**config.mk**
```make
export PLATFORM = sky130hd
export DESIGN_NAME = kfp_front
export DESIGN_NICKNAME = d
export VERILOG_FILES = /design/src/rtl/keccak_f1600_permutation_core_defines.svh /design/src/rtl/kfp_pkg.sv /design/src/rtl/kfp_front.sv
export SDC_FILE = /design/constraint.sdc
export NUM_CORES = 1
export LEC_CHECK = 0
export BUFFER_PORTS_ARGS = -buffer_cell sky130_fd_sc_hd__buf_4
export CAP_MARGIN = 0
export CORE_MARGIN = 4
export CORE_UTILIZATION = 24
export CTS_CLUSTER_SIZE = 20
export DETAILED_ROUTE_END_ITERATION = 10
export PLACE_DENSITY = 0.86
export SYNTH_ARGS = -nofsm -noshare
export SYNTH_HDL_FRONTEND = slang
export SYNTH_SLANG_ARGS = --single-unit
export TNS_END_PERCENT = 5
```
**constraint.sdc**
```tcl
create_clock -name i_clk -period 1.14 [get_ports i_clk]
set_input_delay 0 -clock i_clk [delete_from_list [all_inputs] [get_ports i_clk]]
set_output_delay 0 -clock i_clk [all_outputs]
set_load 0.03 [all_outputs]
```
**src/rtl/keccak_f1600_permutation_core_defines.svh**
```systemverilog
// Assertion helpers used by the core module to check itself.
`ifndef KECCAK_F1600_PERMUTATION_CORE_DEFINES_SVH
`define KECCAK_F1600_PERMUTATION_CORE_DEFINES_SVH

// Consequent must hold in the same cycle as the antecedent.
`define KFP_ASSERT_SAME(label, clk, rst_n, ante, cons, msg) \
    label: assert property (@(posedge clk) disable iff (!rst_n) (ante) |-> (cons)) \
        else $error(msg);

// Consequent must hold in the cycle after the antecedent.
`define KFP_ASSERT_NEXT(label, clk, rst_n, ante, cons, msg) \
    label: assert property (@(posedge clk) disable iff (!rst_n) (ante) |=> (cons)) \
        else $error(msg);

`endif

```
**src/rtl/kfp_pkg.sv**
```systemverilog
package kfp_pkg;

    localparam int LANE_W      = 64;
    localparam int LANE_COUNT  = 25;
    localparam int LANE_IDX_W  = 5;
    localparam int LFSR_W      = 8;

    localparam logic [LANE_IDX_W-1:0] LANE_LAST  = 5'd24;
    localparam logic [LANE_IDX_W-1:0] ROUND_LAST = 5'd23;
    localparam logic [LFSR_W-1:0]     LFSR_SEED     = 8'h01;
    localparam logic [LFSR_W-1:0]     LFSR_FEEDBACK = 8'h71;

    // Rotation offset of each lane, indexed x+5*y
    localparam int RHO_OFFSET [LANE_COUNT] = '{
         0,  1, 62, 28, 27,
        36, 44,  6, 55, 20,
         3, 10, 43, 25, 39,
        41, 45, 15, 21,  8,
        18,  2, 61, 56, 14
    };

    typedef logic [LANE_W-1:0] t_lane;
    typedef logic [LANE_COUNT-1:0][LANE_W-1:0] t_state;

    typedef struct packed {
        t_lane lane;
        logic  last;
    } t_lane_word;

    typedef struct packed {
        t_lane             rc;
        logic [LFSR_W-1:0] lfsr;
    } t_iota;

    function automatic t_lane rotl(input t_lane v, input int n);
        return (v << n) | (v >> (LANE_W - n));
    endfunction

    // Seven LFSR steps give the round constant and the next seed.
    function automatic t_iota iota_step(input logic [LFSR_W-1:0] lfsr);
        t_iota             res;
        logic [LFSR_W-1:0] s;
        res.rc = '0;
        s      = lfsr;
        for (int k = 0; k < 7; k++) begin
            if (s[0]) begin
                res.rc[(1 << k) - 1] = 1'b1;
            end
            if (s[LFSR_W-1]) begin
                s = {s[LFSR_W-2:0], 1'b0} ^ LFSR_FEEDBACK;
            end else begin
                s = {s[LFSR_W-2:0], 1'b0};
            end
        end
        res.lfsr = s;
        return res;
    endfunction

    // One full round: theta, rho, pi, chi, iota.
    function automatic t_state keccak_round(input t_state a, input t_lane rc);
        t_lane  c [5];
        t_lane  d [5];
        t_lane  t;
        t_state b;
        t_state r;
        for (int x = 0; x < 5; x++) begin
            c[x] = a[x] ^ a[x+5] ^ a[x+10] ^ a[x+15] ^ a[x+20];
        end
        for (int x = 0; x < 5; x++) begin
            d[x] = c[(x+4)%5] ^ rotl(c[(x+1)%5], 1);
        end
        for (int x = 0; x < 5; x++) begin
            for (int y = 0; y < 5; y++) begin
                t = a[x+5*y] ^ d[x];
                b[y+5*((2*x+3*y)%5)] = rotl(t, RHO_OFFSET[x+5*y]);
            end
        end
        for (int y = 0; y < 5; y++) begin
            for (int x = 0; x < 5; x++) begin
                r[x+5*y] = b[x+5*y] ^ (~b[(x+1)%5+5*y] & b[(x+2)%5+5*y]);
            end
        end
        r[0] = r[0] ^ rc;
        return r;
    endfunction

endpackage

```
**src/rtl/kfp_front.sv**
```systemverilog
module kfp_front (
    input  logic               i_clk,
    input  logic               i_rst_n,
    input  logic               i_push,
    input  kfp_pkg::t_lane     i_lane_in,
    input  logic               i_q_full,
    output logic               o_q_push,
    output kfp_pkg::t_lane_word o_q_word
);
    import kfp_pkg::*;

    logic [LANE_IDX_W-1:0] r_lane_cnt;
    logic [LANE_IDX_W-1:0] n_lane_cnt;
    logic                  w_last;

    assign w_last   = (r_lane_cnt >= LANE_LAST);
    assign o_q_push = i_push && !i_q_full;
    assign o_q_word = '{lane: i_lane_in, last: w_last};

    // Advance the lane position; wrap after the last lane of a state
    always_comb begin
        n_lane_cnt = r_lane_cnt;
        if (o_q_push) begin
            n_lane_cnt = w_last ? '0 : r_lane_cnt + 5'd1;
        end
    end

    always_ff @(posedge i_clk) begin
        if (!i_rst_n) begin
            r_lane_cnt <= '0;
        end else begin
            r_lane_cnt <= n_lane_cnt;
        end
    end

endmodule

```
==> Yosys cells after proc, flatten, opt, wreduce, memory -nomap -nowiden <==
Index checks and enable logic that the tools add are counted.
{ "word_totals": {"inputBits": 68, "output_inout_bits": 66, "reg_bits": 5, "word_cells": 6} }
{ "op_classes": {"n_lt_le_gt_ge": 1, "n_mux": 1, "reduce_logical": 2, "add_sub_neg": 1} }
{ "op_table": {"columns": ["op", "count"], "rows": [
  ["5-bit by 1-bit adder with 5-bit output (second input constant)", 1],
  ["5-bit greater-or-equal comparator (second input constant)", 1],
  ["5-bit 2-to-1 mux", 1],
  ["1-bit logical AND", 1],
  ["1-bit zero test", 1]
]} }

==> Longest topological paths before layout <==
{ "depth": {"ltp_word": 2, "ltp_mapped": 4, "depth_no_buf": 4} }

==> Worst setup path after synthesis <==
No wires, ideal clock.
{ "synth_timing": {"path_kind": "reg2reg", "from": "register r_lane_cnt[0]", "to": "register r_lane_cnt[4]", "setup_ns": 0.070, "period_less_slack_ns": 1.148, "stages_incl_launch_ff": 5, "arrival_time_ns": 1.078, "required_time_ns": 1.070, "path_buffers": 0, "path_slack_ns": -0.008, "cell_sequence": "dfxtp_1 > ha_1 > nand2_1 > or4_1 > a21boi_1"} }
{ "synth_between": {"elab_chain_len": 2, "word_cells_on_any_way": 3, "classes_between": "add/sub (1); order compare (1); mux (1)"} }
{ "synth_rtl": {"columns": ["item", "line", "text"], "rows": [
  ["start, declared", "kfp_front.sv:12", "logic [LANE_IDX_W-1:0] r_lane_cnt;"],
  ["start signal, assigned", "kfp_front.sv:32", "r_lane_cnt <= n_lane_cnt;"],
  ["5-bit by 1-bit adder with 5-bit output or 5-bit greater-or-equal comparator (tied branches)", "kfp_front.sv:24, kfp_front.sv:16", null],
  ["5-bit 2-to-1 mux *", "kfp_front.sv:24", "n_lane_cnt = w_last ? '0 : r_lane_cnt + 5'd1;"]
]} }
Every way passes the cells marked *; elsewhere a longest branch is shown, timed or not.
A chain may end at the register's enable or synchronous reset.

==> Worst setup path after layout <==
{ "layout_timing": {"from": "register r_lane_cnt[1]", "to": "register r_lane_cnt[4]"} }
Same word-level chain as after synthesis.

==> key figures <==
STA
  • Clock Skew: 2.45 ps
  • Final Hold Vio Count: 0
  • Final Setup Violations: 0
  • Fin. max-slew vios: 0
  • Setup TNS: 0 ps
  • Worst slew pin tran: 145 ps
  • Fmax: 894 MHz
  • Final Critical Period: 1120 ps
  • Unrepaired setup endpoints after global routing: true
  • Tcrit/Tclk final: 98.2%
  • Max_slew headroom: 90.2%

Clocking
  • Clock buffer count from CTS: 3
  • CTS sink count: 5
  • Clk root buf: clkbuf_4
  • CTS tree: done
  • Clock slew at reported path FFs: 40 ps
  • Worst-Skew Late Latency: 240 ps
  • Clk buf depth: 2
  • Post-CTS setup buffer count: 0
  • CTS H-tree lvls: 1
  • Cts hold-fix bufs: 0

Yosys
  • Top cell type's share of synthesized area: 64.0%
  • Post-synthesis area per instance: 7.78 um^2
  • Mapped Nets: 168
  • Synth top area cells: buf_4, dfxtp_1, a21boi_0, ha_1, nand3_1
  • Seq/Total Area, Yosys: 13.1%
  • Synth cell types: 16
  • Yosys Warn Count: 0
  • Yosys reg bits: 5
  • Cells after Synth: 98
  • Area leader, netlist: buf_4
  • Post-Syn Area: 762 um^2

Routing
  • Avg WL per Cell: 13.0 um
  • Vias: 359
  • Detailed Route Iter0 Violations: 25
  • Remaining DRCs: 0
  • WL final: 1150 um
  • DRT Pass-1 Iters: 4
  • DR vias/cell: 4.03
  • ANT nets after route: 0

Floorplan
  • Core area: 3050 um^2
  • Io pins: 134
  • Starting Density: 25.0%
  • Die Height: 64.3 um
  • DIE WIDTH: 64.3 um
  • Core Rows: 20
  • Die area: 4140 um^2

Power and ir drop
  • Logic pwr share: 10.1%
  • P_sw: 97.3 uW
  • Pwr/cell area: 1000 nW/um^2
  • Sw Share: 22.5%
  • Standby leakage power: 0.000166 uW
  • Clock network power share: 47.3%
  • Sequential share of power: 42.6%
  • IR drop worst, VDD: 0.519 mV
  • P_int: 334 uW
  • Total power: 432 uW

Global route
  • Overflow left after global routing: 0
  • Total track usage: 5.20%
  • Number of global-route vias before repair: 322
  • First-pass GRT wire length: 1590 um
  • Antenna violations before repair: 0
  • Largest net degree at the start of global routing: 8

Outcome
  • Status: finished clean

Layout
  • Layout Nets: 116
  • Layout cell share with drive strength beyond 1: 35.6%
  • Area grow syn2layout: -43.5%
  • Biggest regs: r_lane_cnt: 5 flops
  • Antenna diodes: 0
  • Largest register FFs: 5
  • Top reg by flops: r_lane_cnt

Worst setup path
  • Critical Path RT: 1310 ps
  • Max incr delay on CP: 390 ps
  • Crit-path cells: ha_4 -> nand2_1 -> or4_1 -> a21boi_1
  • Crit. End Element: register
  • Critical Path Source Type: register
  • Worst-path maximum fanout: 2
  • Critical Path AT: 1290 ps
  • WS Path Type: reg2reg
  • Slowest stage cell, crit path: or4_1

Placement
  • Placer Congestion: 0.796
  • Buffers added on ports: 5

Hold path
  • Worst hold path class: in2out

Run
  • Max-Cap Viols: 0
-- final cells by class --
cell class              instances  area, um^2
clock buffers                   4        26.3
flip-flops and latches          5         103
multi-input cells              23         168
repair buffers                  8        60.1
fillers                       364        2620
inverters                       5        18.8
well taps                      44        55.1
-- cell families after synthesis --
family	synth area share, %
adders and majority gates	3.28
DFF	13.1
AOI/OAI and AO/OA	8.37
and+or+nand+nor	8.70
buffers and inverters	66.5
-- cell usage after synthesis --
master	number
a21boi_1	1
or4_1	1
inv_2	1
nand2_1	4
dfxtp_1	5
o21ai_0	3
and3_1	1
nand3_1	3
buf_4	65
nand4b_1	1
nand2b_4	1
inv_1	4
ha_1	2
a21boi_0	4
a31oi_1	1
a21oi_1	1
-- per-stage QoR --
step                hold slack [ps]  setup slack [ps]  util [%]  area, um^2  std cells
floorplan                       132              21.9         -         767         98
global placement              0.205              46.1      12.9         394         85
detailed placement            0.205              29.5      12.9         394         85
CTS                           0.205              16.9      13.8         420         89
global route                 0.0435             -8.97      14.1         430         89
finish                       0.0116              21.0      14.1         430         89
-- layer usage --
| metal | GRT usage [%] | wire length (um) |
|---|---|---|
| met1 | 3.14 | 251 |
| met2 | 5.03 | 375 |
| met3 | 5.62 | 350 |
| met4 | 11.1 | 177 |
| met5 | 0 | 0 |
-- critical path, delay by kind of cell, from the launching register on --
family	cells	cell delay, ps
AND/OR/NAND/NOR	2	430
flip-flops	1	350
adder cells (fa/ha/maj)	1	140
AO/OA/AOI/OAI	1	140
-- timing repair --
item,in CTS,in global routing
endpoints found under the setup margin,0,1
gates resized for setup,0,1
hold endpoints to repair,0,0
-- power by group through the flow --
stage               registers (uW)  logic (uW)  clock network, uW
finish                         184        43.7                204
global route                   184        48.3                233
CTS                            182        43.6                216
detailed placement             185        43.6                  0
global placement               185        43.6                  0
floorplan                      186         441                  0
-- final timing paths --
path	cells after the start	endpoint	startpoint	slack (ps)
min	0	o_q_word[43]	i_lane_in[42]	0.01
max	4	r_lane_cnt[4]	r_lane_cnt[1]	20
min reg2reg	2	r_lane_cnt[3]	r_lane_cnt[3]	520
max reg2reg	4	r_lane_cnt[4]	r_lane_cnt[1]	20
-- layout by cell type, fill, tap and decap left out, drive strengths merged --
cell and instances:
dfxtp 5, nand4b 1, ha 2, o21ai 3, inv 5, a21boi 5
clkbuf 4, nand2 4, or4 1, buf 8, nand3 3, a21oi 1
and3 1, nand2b 1, a31oi 1
Power figures use the tool's default switching activity.
