### src/rtl/keccak_f1600_permutation_core_defines.svh
// Assertion helpers used by the core module to check itself.
`ifndef KECCAK_F1600_PERMUTATION_CORE_DEFINES_SVH
`define KECCAK_F1600_PERMUTATION_CORE_DEFINES_SVH

// Consequent must hold in the same cycle as the antecedent.
`define KFP_ASSERT_SAME(label, clk, rst_n, ante, cons, msg) \
    label: assert property (@(posedge clk) disable iff (!rst_n) (ante) |-> (cons)) \
        else $error(msg);

// Consequent must hold in the cycle after the antecedent.
`define KFP_ASSERT_NEXT(label, clk, rst_n, ante, cons, msg) \
    label: assert property (@(posedge clk) disable iff (!rst_n) (ante) |=> (cons)) \
        else $error(msg);

`endif

### src/rtl/kfp_pkg.sv
package kfp_pkg;

    localparam int LANE_W      = 64;
    localparam int LANE_COUNT  = 25;
    localparam int LANE_IDX_W  = 5;
    localparam int LFSR_W      = 8;

    localparam logic [LANE_IDX_W-1:0] LANE_LAST  = 5'd24;
    localparam logic [LANE_IDX_W-1:0] ROUND_LAST = 5'd23;
    localparam logic [LFSR_W-1:0]     LFSR_SEED     = 8'h01;
    localparam logic [LFSR_W-1:0]     LFSR_FEEDBACK = 8'h71;

    // Rotation offset of each lane, indexed x+5*y
    localparam int RHO_OFFSET [LANE_COUNT] = '{
         0,  1, 62, 28, 27,
        36, 44,  6, 55, 20,
         3, 10, 43, 25, 39,
        41, 45, 15, 21,  8,
        18,  2, 61, 56, 14
    };

    typedef logic [LANE_W-1:0] t_lane;
    typedef logic [LANE_COUNT-1:0][LANE_W-1:0] t_state;

    typedef struct packed {
        t_lane lane;
        logic  last;
    } t_lane_word;

    typedef struct packed {
        t_lane             rc;
        logic [LFSR_W-1:0] lfsr;
    } t_iota;

    function automatic t_lane rotl(input t_lane v, input int n);
        return (v << n) | (v >> (LANE_W - n));
    endfunction

    // Seven LFSR steps give the round constant and the next seed.
    function automatic t_iota iota_step(input logic [LFSR_W-1:0] lfsr);
        t_iota             res;
        logic [LFSR_W-1:0] s;
        res.rc = '0;
        s      = lfsr;
        for (int k = 0; k < 7; k++) begin
            if (s[0]) begin
                res.rc[(1 << k) - 1] = 1'b1;
            end
            if (s[LFSR_W-1]) begin
                s = {s[LFSR_W-2:0], 1'b0} ^ LFSR_FEEDBACK;
            end else begin
                s = {s[LFSR_W-2:0], 1'b0};
            end
        end
        res.lfsr = s;
        return res;
    endfunction

    // One full round: theta, rho, pi, chi, iota.
    function automatic t_state keccak_round(input t_state a, input t_lane rc);
        t_lane  c [5];
        t_lane  d [5];
        t_lane  t;
        t_state b;
        t_state r;
        for (int x = 0; x < 5; x++) begin
            c[x] = a[x] ^ a[x+5] ^ a[x+10] ^ a[x+15] ^ a[x+20];
        end
        for (int x = 0; x < 5; x++) begin
            d[x] = c[(x+4)%5] ^ rotl(c[(x+1)%5], 1);
        end
        for (int x = 0; x < 5; x++) begin
            for (int y = 0; y < 5; y++) begin
                t = a[x+5*y] ^ d[x];
                b[y+5*((2*x+3*y)%5)] = rotl(t, RHO_OFFSET[x+5*y]);
            end
        end
        for (int y = 0; y < 5; y++) begin
            for (int x = 0; x < 5; x++) begin
                r[x+5*y] = b[x+5*y] ^ (~b[(x+1)%5+5*y] & b[(x+2)%5+5*y]);
            end
        end
        r[0] = r[0] ^ rc;
        return r;
    endfunction

endpackage

### src/rtl/kfp_queue.sv
module kfp_queue #(
    parameter int DEPTH = 2
) (
    input  logic                i_clk,
    input  logic                i_rst_n,
    input  logic                i_push,
    input  kfp_pkg::t_lane_word i_word,
    input  logic                i_pop,
    output kfp_pkg::t_lane_word o_word,
    output logic                o_full,
    output logic                o_empty
);
    import kfp_pkg::*;

    localparam int PTR_W = (DEPTH > 1) ? $clog2(DEPTH) : 1;
    localparam int CNT_W = $clog2(DEPTH + 1);

    t_lane_word       r_mem [DEPTH];
    logic [PTR_W-1:0] r_wr_ptr;
    logic [PTR_W-1:0] r_rd_ptr;
    logic [CNT_W-1:0] r_count;
    logic             w_do_push;
    logic             w_do_pop;

    assign o_full    = (r_count == CNT_W'(DEPTH));
    assign o_empty   = (r_count == '0);
    assign w_do_push = i_push && !o_full;
    assign w_do_pop  = i_pop && !o_empty;
    assign o_word    = r_mem[r_rd_ptr];

    always_ff @(posedge i_clk) begin
        if (w_do_push) begin
            r_mem[r_wr_ptr] <= i_word;
        end
    end

    always_ff @(posedge i_clk) begin
        if (!i_rst_n) begin
            r_wr_ptr <= '0;
            r_rd_ptr <= '0;
            r_count  <= '0;
        end else begin
            if (w_do_push) begin
                r_wr_ptr <= (r_wr_ptr == PTR_W'(DEPTH - 1)) ? '0 : r_wr_ptr + PTR_W'(1);
            end
            if (w_do_pop) begin
                r_rd_ptr <= (r_rd_ptr == PTR_W'(DEPTH - 1)) ? '0 : r_rd_ptr + PTR_W'(1);
            end
            if (w_do_push && !w_do_pop) begin
                r_count <= r_count + CNT_W'(1);
            end else if (w_do_pop && !w_do_push) begin
                r_count <= r_count - CNT_W'(1);
            end
        end
    end

endmodule

### config.mk
export PLATFORM = sky130hd
export DESIGN_NAME = kfp_queue
export DESIGN_NICKNAME = d
export VERILOG_FILES = /design/src/rtl/keccak_f1600_permutation_core_defines.svh /design/src/rtl/kfp_pkg.sv /design/src/rtl/kfp_queue.sv
export SDC_FILE = /design/constraint.sdc
export NUM_CORES = 1
export LEC_CHECK = 0
export BUFFER_PORTS_ARGS = -buffer_cell sky130_fd_sc_hd__buf_4
export CORE_MARGIN = 4
export CORE_UTILIZATION = 40
export DETAILED_ROUTE_END_ITERATION = 7
export MAX_ROUTING_LAYER = met4
export REMOVE_ABC_BUFFERS = 1
export SETUP_SLACK_MARGIN = 0.02
export SLEW_MARGIN = 10
export SYNTH_ARGS = -nofsm -noshare
export SYNTH_HDL_FRONTEND = slang
export SYNTH_SLANG_ARGS = --single-unit
### constraint.sdc
create_clock -name i_clk -period 5.6 [get_ports i_clk]
set_clock_uncertainty 0.1 [all_clocks]
set_input_delay 1.12 -clock i_clk [delete_from_list [all_inputs] [get_ports i_clk]]
set_output_delay 1.12 -clock i_clk [all_outputs]
set_load 0.05 [all_outputs]
Word level (Yosys, flattened, before mapping)
Memories as Yosys holds them, arrays and structs flattened. A register that Yosys moved wholly into a read port is not among the register bits.
Index checks and enable logic that the tools add are counted.
Operators by class
  multiplexer cells: 8
  reductions and logical operators: 10
  $add $sub $neg: 4
  eq/ne operators: 1
Operators by type and width (count)
  1-bit two-way mux: 6
  1-bit logical AND: 4
  1-bit zero test: 4
  2-bit two-way mux: 2
  1-bit adder (second input constant): 2
  2-bit by 1-bit adder with 2-bit output (second input constant): 1
  2-bit == test (second input constant): 1
  2-bit zero test: 1
  2-bit nonzero test: 1
  2-bit by 1-bit subtractor with 2-bit output (second input constant): 1
Storage, ports and cells
  memories: 1
  bits of input ports: 69
  logic and storage cells: 27
  bits in writable memories: 130
  flip-flop bits (word level): 4
  output and inout bits: 67
Memories
  r_mem: words 2, width 65, read ports 1, clocked after memory_dff 1, write ports 1, RTL line kfp_queue.sv:18  | t_lane_word r_mem [DEPTH];

Longest topological paths before layout
Gate-level depths: netlist (run 1).
  depth after elaboration: 7
  mapped depth: 7
  depth with buffers taken out: 7

Worst setup path after synthesis (run 1)
Ideal clock, no wire load.
  path kind: in2reg
  start: in i_push
  end: mem r_mem[0][0] in the netlist's numbering (enable)
  stages: 2
  setup slack: 1.276 ns
  data arrival time: 3.746 ns
  data required time: 5.022 ns
  buffers on the path: 0
  cell sequence: inv_1 nor3_2
On the way
  word-level cells in the longest chain between the ends: 3
Ends and longest elaborated chain
  start: declaration: RTL line kfp_queue.sv:6  | input logic i_push,
  1-bit logical AND: RTL line kfp_queue.sv:27  | assign w_do_push = i_push && !o_full;
  1-bit two-way mux: RTL line kfp_queue.sv:32  | if (w_do_push) begin
  1-bit two-way mux (not written as such): RTL line kfp_queue.sv:33  | r_mem[r_wr_ptr] <= i_word;
  end: declaration: RTL line kfp_queue.sv:18
Every way passes these cells.

==> results of run 1 <==
==> power groups by stage <==
stage | Sequential, mW | Combinational [mW] | Clock (mW)
after floorplan | 1.37 | 0.879 | 0
after global placement | 1.37 | 1.25 | 0
after detailed placement | 1.38 | 1.26 | 0
after CTS | 1.36 | 1.26 | 1.00
after global routing | 1.37 | 1.30 | 1.06
final | 1.35 | 1.24 | 0.977
==> worst min-delay path: stages, from the launching register on <==
cell      delay, ps
dfxtp_1         340
o21ai_0          90
a21boi_1         60
==> registers in the layout, indices dropped and copies added, names as in the netlist, named ones only <==
signal    flops
r_wr_ptr      1
r_count       2
r_mem       130
r_rd_ptr      1
==> per-layer routing <==
metal / share of wire [%] / wire length, microns / up-vias / track usage [%]
li1: - / - / 1199 / -
met1: 44 / 4070 / 1218 / 16.9
met2: 47 / 4350 / 88 / 21.1
met3: 6.3 / 582 / 18 / 5.18
met4: 2.4 / 218 / 0 / 7.39
met5: 0 / 0 / - / -
==> path summary, 6_finish.rpt <==
kind,from,cells past startpoint,endpoint,slack [ps]
worst max-delay path,flop,3,o_word[14],1870
worst min-delay path,r_count[1],2,r_count[1],430
worst max register to register,r_count[0],3,r_mem[1][56],3190
worst min register to register,r_count[1],2,r_count[1],430
==> area by class of cell <==
cell class              count  area (sq um)  area share [%]
flip-flops and latches    135          4010            60.4
repair buffers            139          1040            15.7
multi-input cells          83           866            13.1
clock buffers              28           507            7.64
well taps                 147           184            2.77
clock inverters             4          20.0           0.302
inverters                   2          7.51           0.113
==> per-stage QoR <==
step	worst slack (ps)	area (sq um)	hold WS, ps	instances
CTS	1760	6630	431	538
detailed placement	2200	6110	422	506
floorplan	1280	4870	383	220
finish	1870	6630	432	538
global placement	2220	6110	405	506
global route	1670	6630	453	538
==> cells in the final DEF, fill, tap and decap left out, types with 2 or more instances in the layout <==
cell / count
and2_1: 3
buf_4: 139
clkbuf_1: 7
clkbuf_16: 17
clkbuf_8: 4
clkinv_2: 4
dfxtp_1: 4
edfxtp_1: 130
mux2_2: 65
nor2_1: 2
xnor2_1: 2
==> cell families (layout without fill, tap and decap cells) <==
| group | Yosys count | after routing |
|---|---|---|
| flip-flops | 135 | 135 |
| AO/OA/AOI/OAI | 5 | 5 |
| XOR/XNOR | 3 | 3 |
| multiplexers | 65 | 65 |
| buffers and inverters | 9 | 173 |
| AND/OR/NAND/NOR | 9 | 9 |
| adder cells (fa/ha/maj) | 1 | 1 |
==> flow_summary.ini, run 1 <==
[synth]
synth_top_area_share_pct = 79.4
synth_mux_area_share_pct = 14.9
yosysMostFrequentCell = edfxtp_1
synth_top_family_by_area = multiplexers
synth.distinct_cells = 21
synth_fa_ha_area_share_pct = 0.254
synthCells = 227
synth_enable_flop_cells = 130
synth_area_sq_mm = 0.00492
synth.area.top_cells = edfxtp_1 79%, mux2_2 15%, dfxtp_1 2.0%
async_flop_share_pct = 0
syn_area_per_cell_sq_um = 21.7
synth_top_flop_cell = edfxtp_1
synth_compound_gate_area_share_pct = 0.662
yosys.area_share.simple_pct = 1.12
ys_ff_latch = 135
ys_seq_area_share_pct = 81.4
synth_warnings = 0
yosysTopAreaCell = edfxtp_1
synth-xor-area-share_pct = 0.534
synthTopCellsByCount = 130 x edfxtp_1, 65 x mux2_2, 5 x buf_4, 5 x dfxtp_1, 3 x and2_1

[global_route]
gr-total-overflow = 0
grt_pass1_vias = 2776
grt_max_degree = 45
grt_usage_pct = 14.1
grt_pass1_wl_mm = 14.5
antenna_found_initial = 0

[cts]
clockBufferDepth = 2
postCtsSetupBuffers = 0
h-tree-depth = 4
cts_tree = yes
path_clk_slew_ps = 60
clkLatencyLatePin_ps = 410
clock_sinks = 135
clock-root-buffer = clkbuf_16
numCtsBuffers = 17
cts_resized = 0
ctsHoldBuffers = 0

[setup_path]
cp_cell_sequence = buf_4, mux2_2, buf_4
crit_buf_inv = 2
startpoint_type = flop
path_max_fanout = 44
cp_slowest_cell = dfxtp_2
max_stage_delay_ps = 1050
path_common_cell = buf_4
critPathRequiredTime_ps = 4380
cp-end-kind = primary output
arrival_ps = 2510
critPathTopFamily = flip-flops
path_class = flop to primary output

[detailed_routing]
post-route-drc-count = 0
wirelength_mm = 9.21
vias = 2523
viasPerCell = 4.69
dr.pass1.iters = 4
ant_nets = 0
wl_per_cell_microns = 17.1
initialDrtViolationCount = 80

[timing]
fmax_mhz = 268
max_slew_margin_pct = 26.1
post-route-period-util_pct = 66.6
finalMaxSlewViolations = 0
setup-violations-final = 0
final.min_clock_period_ps = 3730
fin_tns_setup_ps = 0
rsz0062_at_grt = false
hold_viol = 0
tightest_slew_ps = 1110

[run]
drv_cap = 0

[cells_and_area]
antenna_cells = 0
nets = 448
final_layout_size_suffix_gt1_share_pct = 59.6
fillCellCount = 1002
area_growth_pct = 34.9
utilization_pct = 55.2

[floorplan]
coreArea_sq_mm = 0.0120
die_y_microns = 119
io_pins = 136
die_width_microns = 119
dieArea_sq_mm = 0.0141
start_util_pct = 40.9
row_count = 40

[power]
p_total_mw = 3.57
power_switching_mw = 1.26
ir_drop_mv = 0.304
internal_power_mw = 2.31
p_leak_nw = 2.49
clkPwrFrac_pct = 27.4
combPwrFrac_pct = 34.7
pwr-share-seq_pct = 37.9
switching_share_pct = 35.4
powerDensity_mw_per_mm2 = 538

[status]
status = completed

[placed_design]
io_buffer_count = 135
gp_congestion = 0.694
hpwl_mm = 5.94

[min_path]
holdCritPathClass = flop to flop
Note: power is estimated with default switching activity, not from simulation.
==> run 2, diff against run 1 <==
Clock period 5.6 ns to 3.5 ns, I/O delays scaled along.
==> flow_summary.ini, run 2 (synthesis results as in run 1) <==
[power]
ir_drop_mv = 0.483
powerDensity_mw_per_mm2 = 872
p_leak_nw = 2.52
p_total_mw = 5.84

[cts]
cts_tree = yes
cts_resized = 0
h-tree-depth = 4
path_clk_slew_ps = 50
ctsHoldBuffers = 0
postCtsSetupBuffers = 0
clkLatencyLatePin_ps = 400
clock-root-buffer = clkbuf_16
clockBufferDepth = 2
numCtsBuffers = 17
clock_sinks = 135

[timing]
hold_viol = 0
max_slew_margin_pct = 64.3
rsz0062_at_grt = false
setup_ws_ps = 749
post-route-period-util_pct = 78.6
fmax_mhz = 364
finalMaxSlewViolations = 0
tightest_slew_ps = 536
final.min_clock_period_ps = 2750
setup-violations-final = 0

[detailed_routing]
wl_per_cell_microns = 16.7
dr.pass1.iters = 4
post-route-drc-count = 0
initialDrtViolationCount = 111
wirelength_mm = 9.02
ant_nets = 0
viasPerCell = 4.74
vias = 2553

[global_route]
grt_usage_pct = 13.5
grt_max_degree = 47
gr-total-overflow = 0
antenna_found_initial = 0
grt_pass1_wl_mm = 14.2
grt_pass1_vias = 2825

[cells_and_area]
top_register = r_mem
final_common_cell = buf_4
fillCellCount = 981
antenna_cells = 0
area_growth_pct = 36.4
mostFrequentLayoutCells = 139 x buf_4, 130 x edfxtp_1, 65 x mux2_2
reg_top3 = r_mem (130), r_count (2)
stdcell_count = 539
largest_reg_flops = 130
final_layout_size_suffix_gt1_share_pct = 59.9
nets = 449

[setup_path]
path_max_fanout = 27
arrival_ps = 1950
path_class = flop to primary output
startpoint_type = flop
cp-end-kind = primary output
critPathRequiredTime_ps = 2700

[placed_design]
gp_congestion = 0.719
pre_cts_slack_ps = 1120
hpwl_mm = 5.98
io_buffer_count = 135
placedCellCount = 507

[run]
drv_cap = 0

[floorplan]
row_count = 40
die_width_microns = 119
dieArea_sq_mm = 0.0141
coreArea_sq_mm = 0.0120
io_pins = 136
start_util_pct = 40.9
die_y_microns = 119

[min_path]
holdCritPathClass = input port to flop

[status]
status = completed
==> run 2: changes by cell type in the layout (fill, tap and decap cells not counted) <==
cell and change:
buf_12 +1, bufinv_16 +1, clkbuf_1 -1, clkbuf_8 +3, clkinv_2 -3
==> run 2: final timing paths <==
path / startpoint / end / slack [ps] / cells after the start
max: flop / o_word[35] / 750 / 3
min: i_word[38] / r_mem[0][38] / 380 / 1
max reg2reg: r_count[0] / r_mem[1][1] / 1560 / 3
min reg2reg: r_count[1] / r_count[1] / 440 / 2
==> run 2: cell type report <==
cell class,count,area (sq um),area share [%]
Tap cell,147,184,2.74
Timing Repair Buffer,140,1060,15.9
Clock buffer,30,544,8.12
Multi-Input combinational cell,83,866,12.9
Clock inverter,2,35.0,0.522
Inverter,2,7.51,0.112
Sequential cell,135,4010,59.7
==> run 2: through the flow <==
step	utilization [%]	TNS (ps)	hold WS (ps)	area, sq um
detailed placement	51.0	0	426	6130
CTS	55.8	0	360	6710
finish	55.8	0	380	6710
global placement	51.0	0	400	6130
global route	55.8	0	362	6710
floorplan	-	-26570	383	4870
==> run 2: layer usage <==
layer  share of wire [%]  routed length [microns]  global-route usage, %  up-vias
met3                 6.1                      551                   4.37       17
met1                  42                     3770                   15.8     1250
li1                    -                        -                      -     1199
met5                   0                        0                      -        -
met4                 1.8                      162                   6.30        0
met2                  50                     4540                   21.5       87
==> run 2: critical path: stages (launching register included) <==
cell and delay (ps):
dfxtp_2 520, buf_4 420, mux2_2 410, buf_4 200
==> run 2: where the power goes <==
group / internal, mW / switching, mW
Combinational: 0.685 / 1.36
Sequential: 2.03 / 0.0743
Clock: 1.11 / 0.577
Total: 3.83 / 2.01
==> run 3, diff against run 2 <==
Settings changed: ABC_AREA set to 1, PLACE_DENSITY set to 0.66.
Clock period 3.5 ns to 2.3 ns, I/O delays scaled along.
==> flow_summary.ini, run 3 <==
[floorplan]
start_util_pct = 40.7
io_pins = 136
die_y_microns = 121
dieArea_sq_mm = 0.0147
die_width_microns = 121
coreArea_sq_mm = 0.0126
row_count = 41

[synth]
async_flop_share_pct = 0
ys_seq_area_share_pct = 77.9
synth_warnings = 0
synthTopCellsByCount = 130 x edfxtp_1, 50 x mux2_4, 15 x mux2_2
synthCells = 240
yosysTopAreaCell = edfxtp_1
synth_top_area_share_pct = 75.9
synth.distinct_cells = 15
synth.area.top_cells = edfxtp_1 76%, mux2_4 15%, mux2_2 3.3%
yosysMostFrequentCell = edfxtp_1
syn_area_per_cell_sq_um = 21.4
ys_ff_latch = 135
synth_top_flop_cell = edfxtp_1
synth_area_sq_mm = 0.00514
synth_enable_flop_cells = 130

[power]
ir_drop_mv = 0.658
powerDensity_mw_per_mm2 = 1270
p_leak_nw = 2.75

[status]
status = completed

[cts]
clockBufferDepth = 2
cts_tree = yes
path_clk_slew_ps = 60
ctsHoldBuffers = 0
h-tree-depth = 4
cts_resized = 0
clock_sinks = 135
clock-root-buffer = clkbuf_16
clkLatencyLatePin_ps = 400
numCtsBuffers = 17

[global_route]
antenna_found_initial = 0
grt_usage_pct = 13.2
gr-total-overflow = 0
grt_pass1_wl_mm = 13.9
grt_max_degree = 55
grt_pass1_vias = 2755

[setup_path]
timing.rr.end = r_count[1]
r2r-start = r_count[1]
r2r.worst_path.cells = 8
r2r_setup_slack_ps = 630
arrival_ps = 1580
max_stage_delay_ps = 420
critPathRequiredTime_ps = 1740
cp_slowest_cell = dfxtp_4
startpoint_type = flop
path_max_fanout = 19
cp_cell_sequence = buf_12, mux2_2, buf_4
path_class = flop to primary output
cp-end-kind = primary output

[timing]
finalMaxSlewViolations = 0
final.min_clock_period_ps = 2140
max_slew_margin_pct = 78.1
tightest_slew_ps = 329
post-route-period-util_pct = 93.1
hold_viol = 0
setup-violations-final = 0
fin_tns_setup_ps = 0
fmax_mhz = 467
rsz0062_at_grt = false

[detailed_routing]
wirelength_mm = 9.19
vias = 2611
ant_nets = 0
post-route-drc-count = 0
viasPerCell = 4.50
initialDrtViolationCount = 168
wl_per_cell_microns = 15.9
dr.pass1.iters = 4

[cells_and_area]
reg_top3 = r_mem (130), r_count (2)
top_register = r_mem
final_common_cell = buf_4
final_layout_size_suffix_gt1_share_pct = 58.1
largest_reg_flops = 130
mostFrequentLayoutCells = 137 x buf_4, 130 x edfxtp_1, 50 x mux2_4
utilization_pct = 55.6
antenna_cells = 0
area_growth_pct = 36.6
nets = 465

[placed_design]
io_buffer_count = 135
gp_congestion = 0.688
hpwl_mm = 6.14

[min_path]
hold-path-cell-count = 1
hold_start = i_word[50]
holdCritPathClass = input port to flop
hold_end = r_mem[1][50]

[run]
drv_cap = 0
==> run 3: cell types whose count changed after synthesis, moves of 3 or more <==
cell / before / now
nand2_1: 0 / 6
buf_6: 0 / 6
mux2_4: 0 / 50
and2_1: 3 / 0
nor2_1: 2 / 11
inv_1: 1 / 9
buf_4: 5 / 0
mux2_2: 65 / 15
==> run 3: cell families (layout without fill, tap and decap cells) <==
group	count (synthesis)	after routing	synth area share [%]
flops	135	135	77.9
mux	65	65	17.9
simple gates	19	19	1.46
buf+inv	16	184	2.07
compound gates	4	4	0.462
fa+ha+maj	1	1	0.243
==> run 3: worst max-delay path, delay by kind of cell (launching register included) <==
kind,cells,cell delay [ps]
DFF,1,420
muxes,1,350
buffers and inverters,2,400
==> run 3: worst max-delay path by stage <==
stage,from,to,slack [ps],cells after the start
after CTS,flop,o_word[61],120,3
after global routing,flop,o_word[48],90,3
after global placement,flop,o_word[61],390,3
final,flop,o_word[61],160,3
after floorplan,i_push,r_mem[0][0],-1530,2
after detailed placement,flop,o_word[61],390,3
==> run 3: through the flow <==
step	total power [mW]	hold slack, ps	instance area, sq um	std cells	setup slack [ps]
floorplan	5.51	367	5070	233	-1530
global placement	6.32	380	6430	547	393
detailed placement	6.37	389	6430	547	389
CTS	9.00	113	7020	580	119
global route	9.25	107	7020	580	89.3
finish	8.89	135	7020	580	159
==> run 3: timing repair <==
item                                    4_1_cts  5_1_grt
hold endpoints to repair                      0        0
endpoints found under the setup margin       51        0
buffers inserted                              1        0
==> run 3: layer usage <==
metal	vias up	routed length (microns)	GRT usage, %
li1	1240	-	-
met1	1259	3750	14.8
met2	99	4690	20.9
met3	13	613	5.17
met4	0	144	6.30
met5	-	0	-
==> run 3: area by class of cell <==
type                       instances  area [sq um]
fill                            1031          5600
sequential                       135          4010
timing repair buffer             143          1150
multi-input combinational         89          1050
clock buffer                      19           433
tap                              172           215
clock inverter                    13           136
inverter                           9          33.8
==> run 3: power breakdown <==
group / switching [mW] / internal [mW]
clock: 0.917 / 1.67
sequential: 0.110 / 3.11
combinational: 1.94 / 1.14
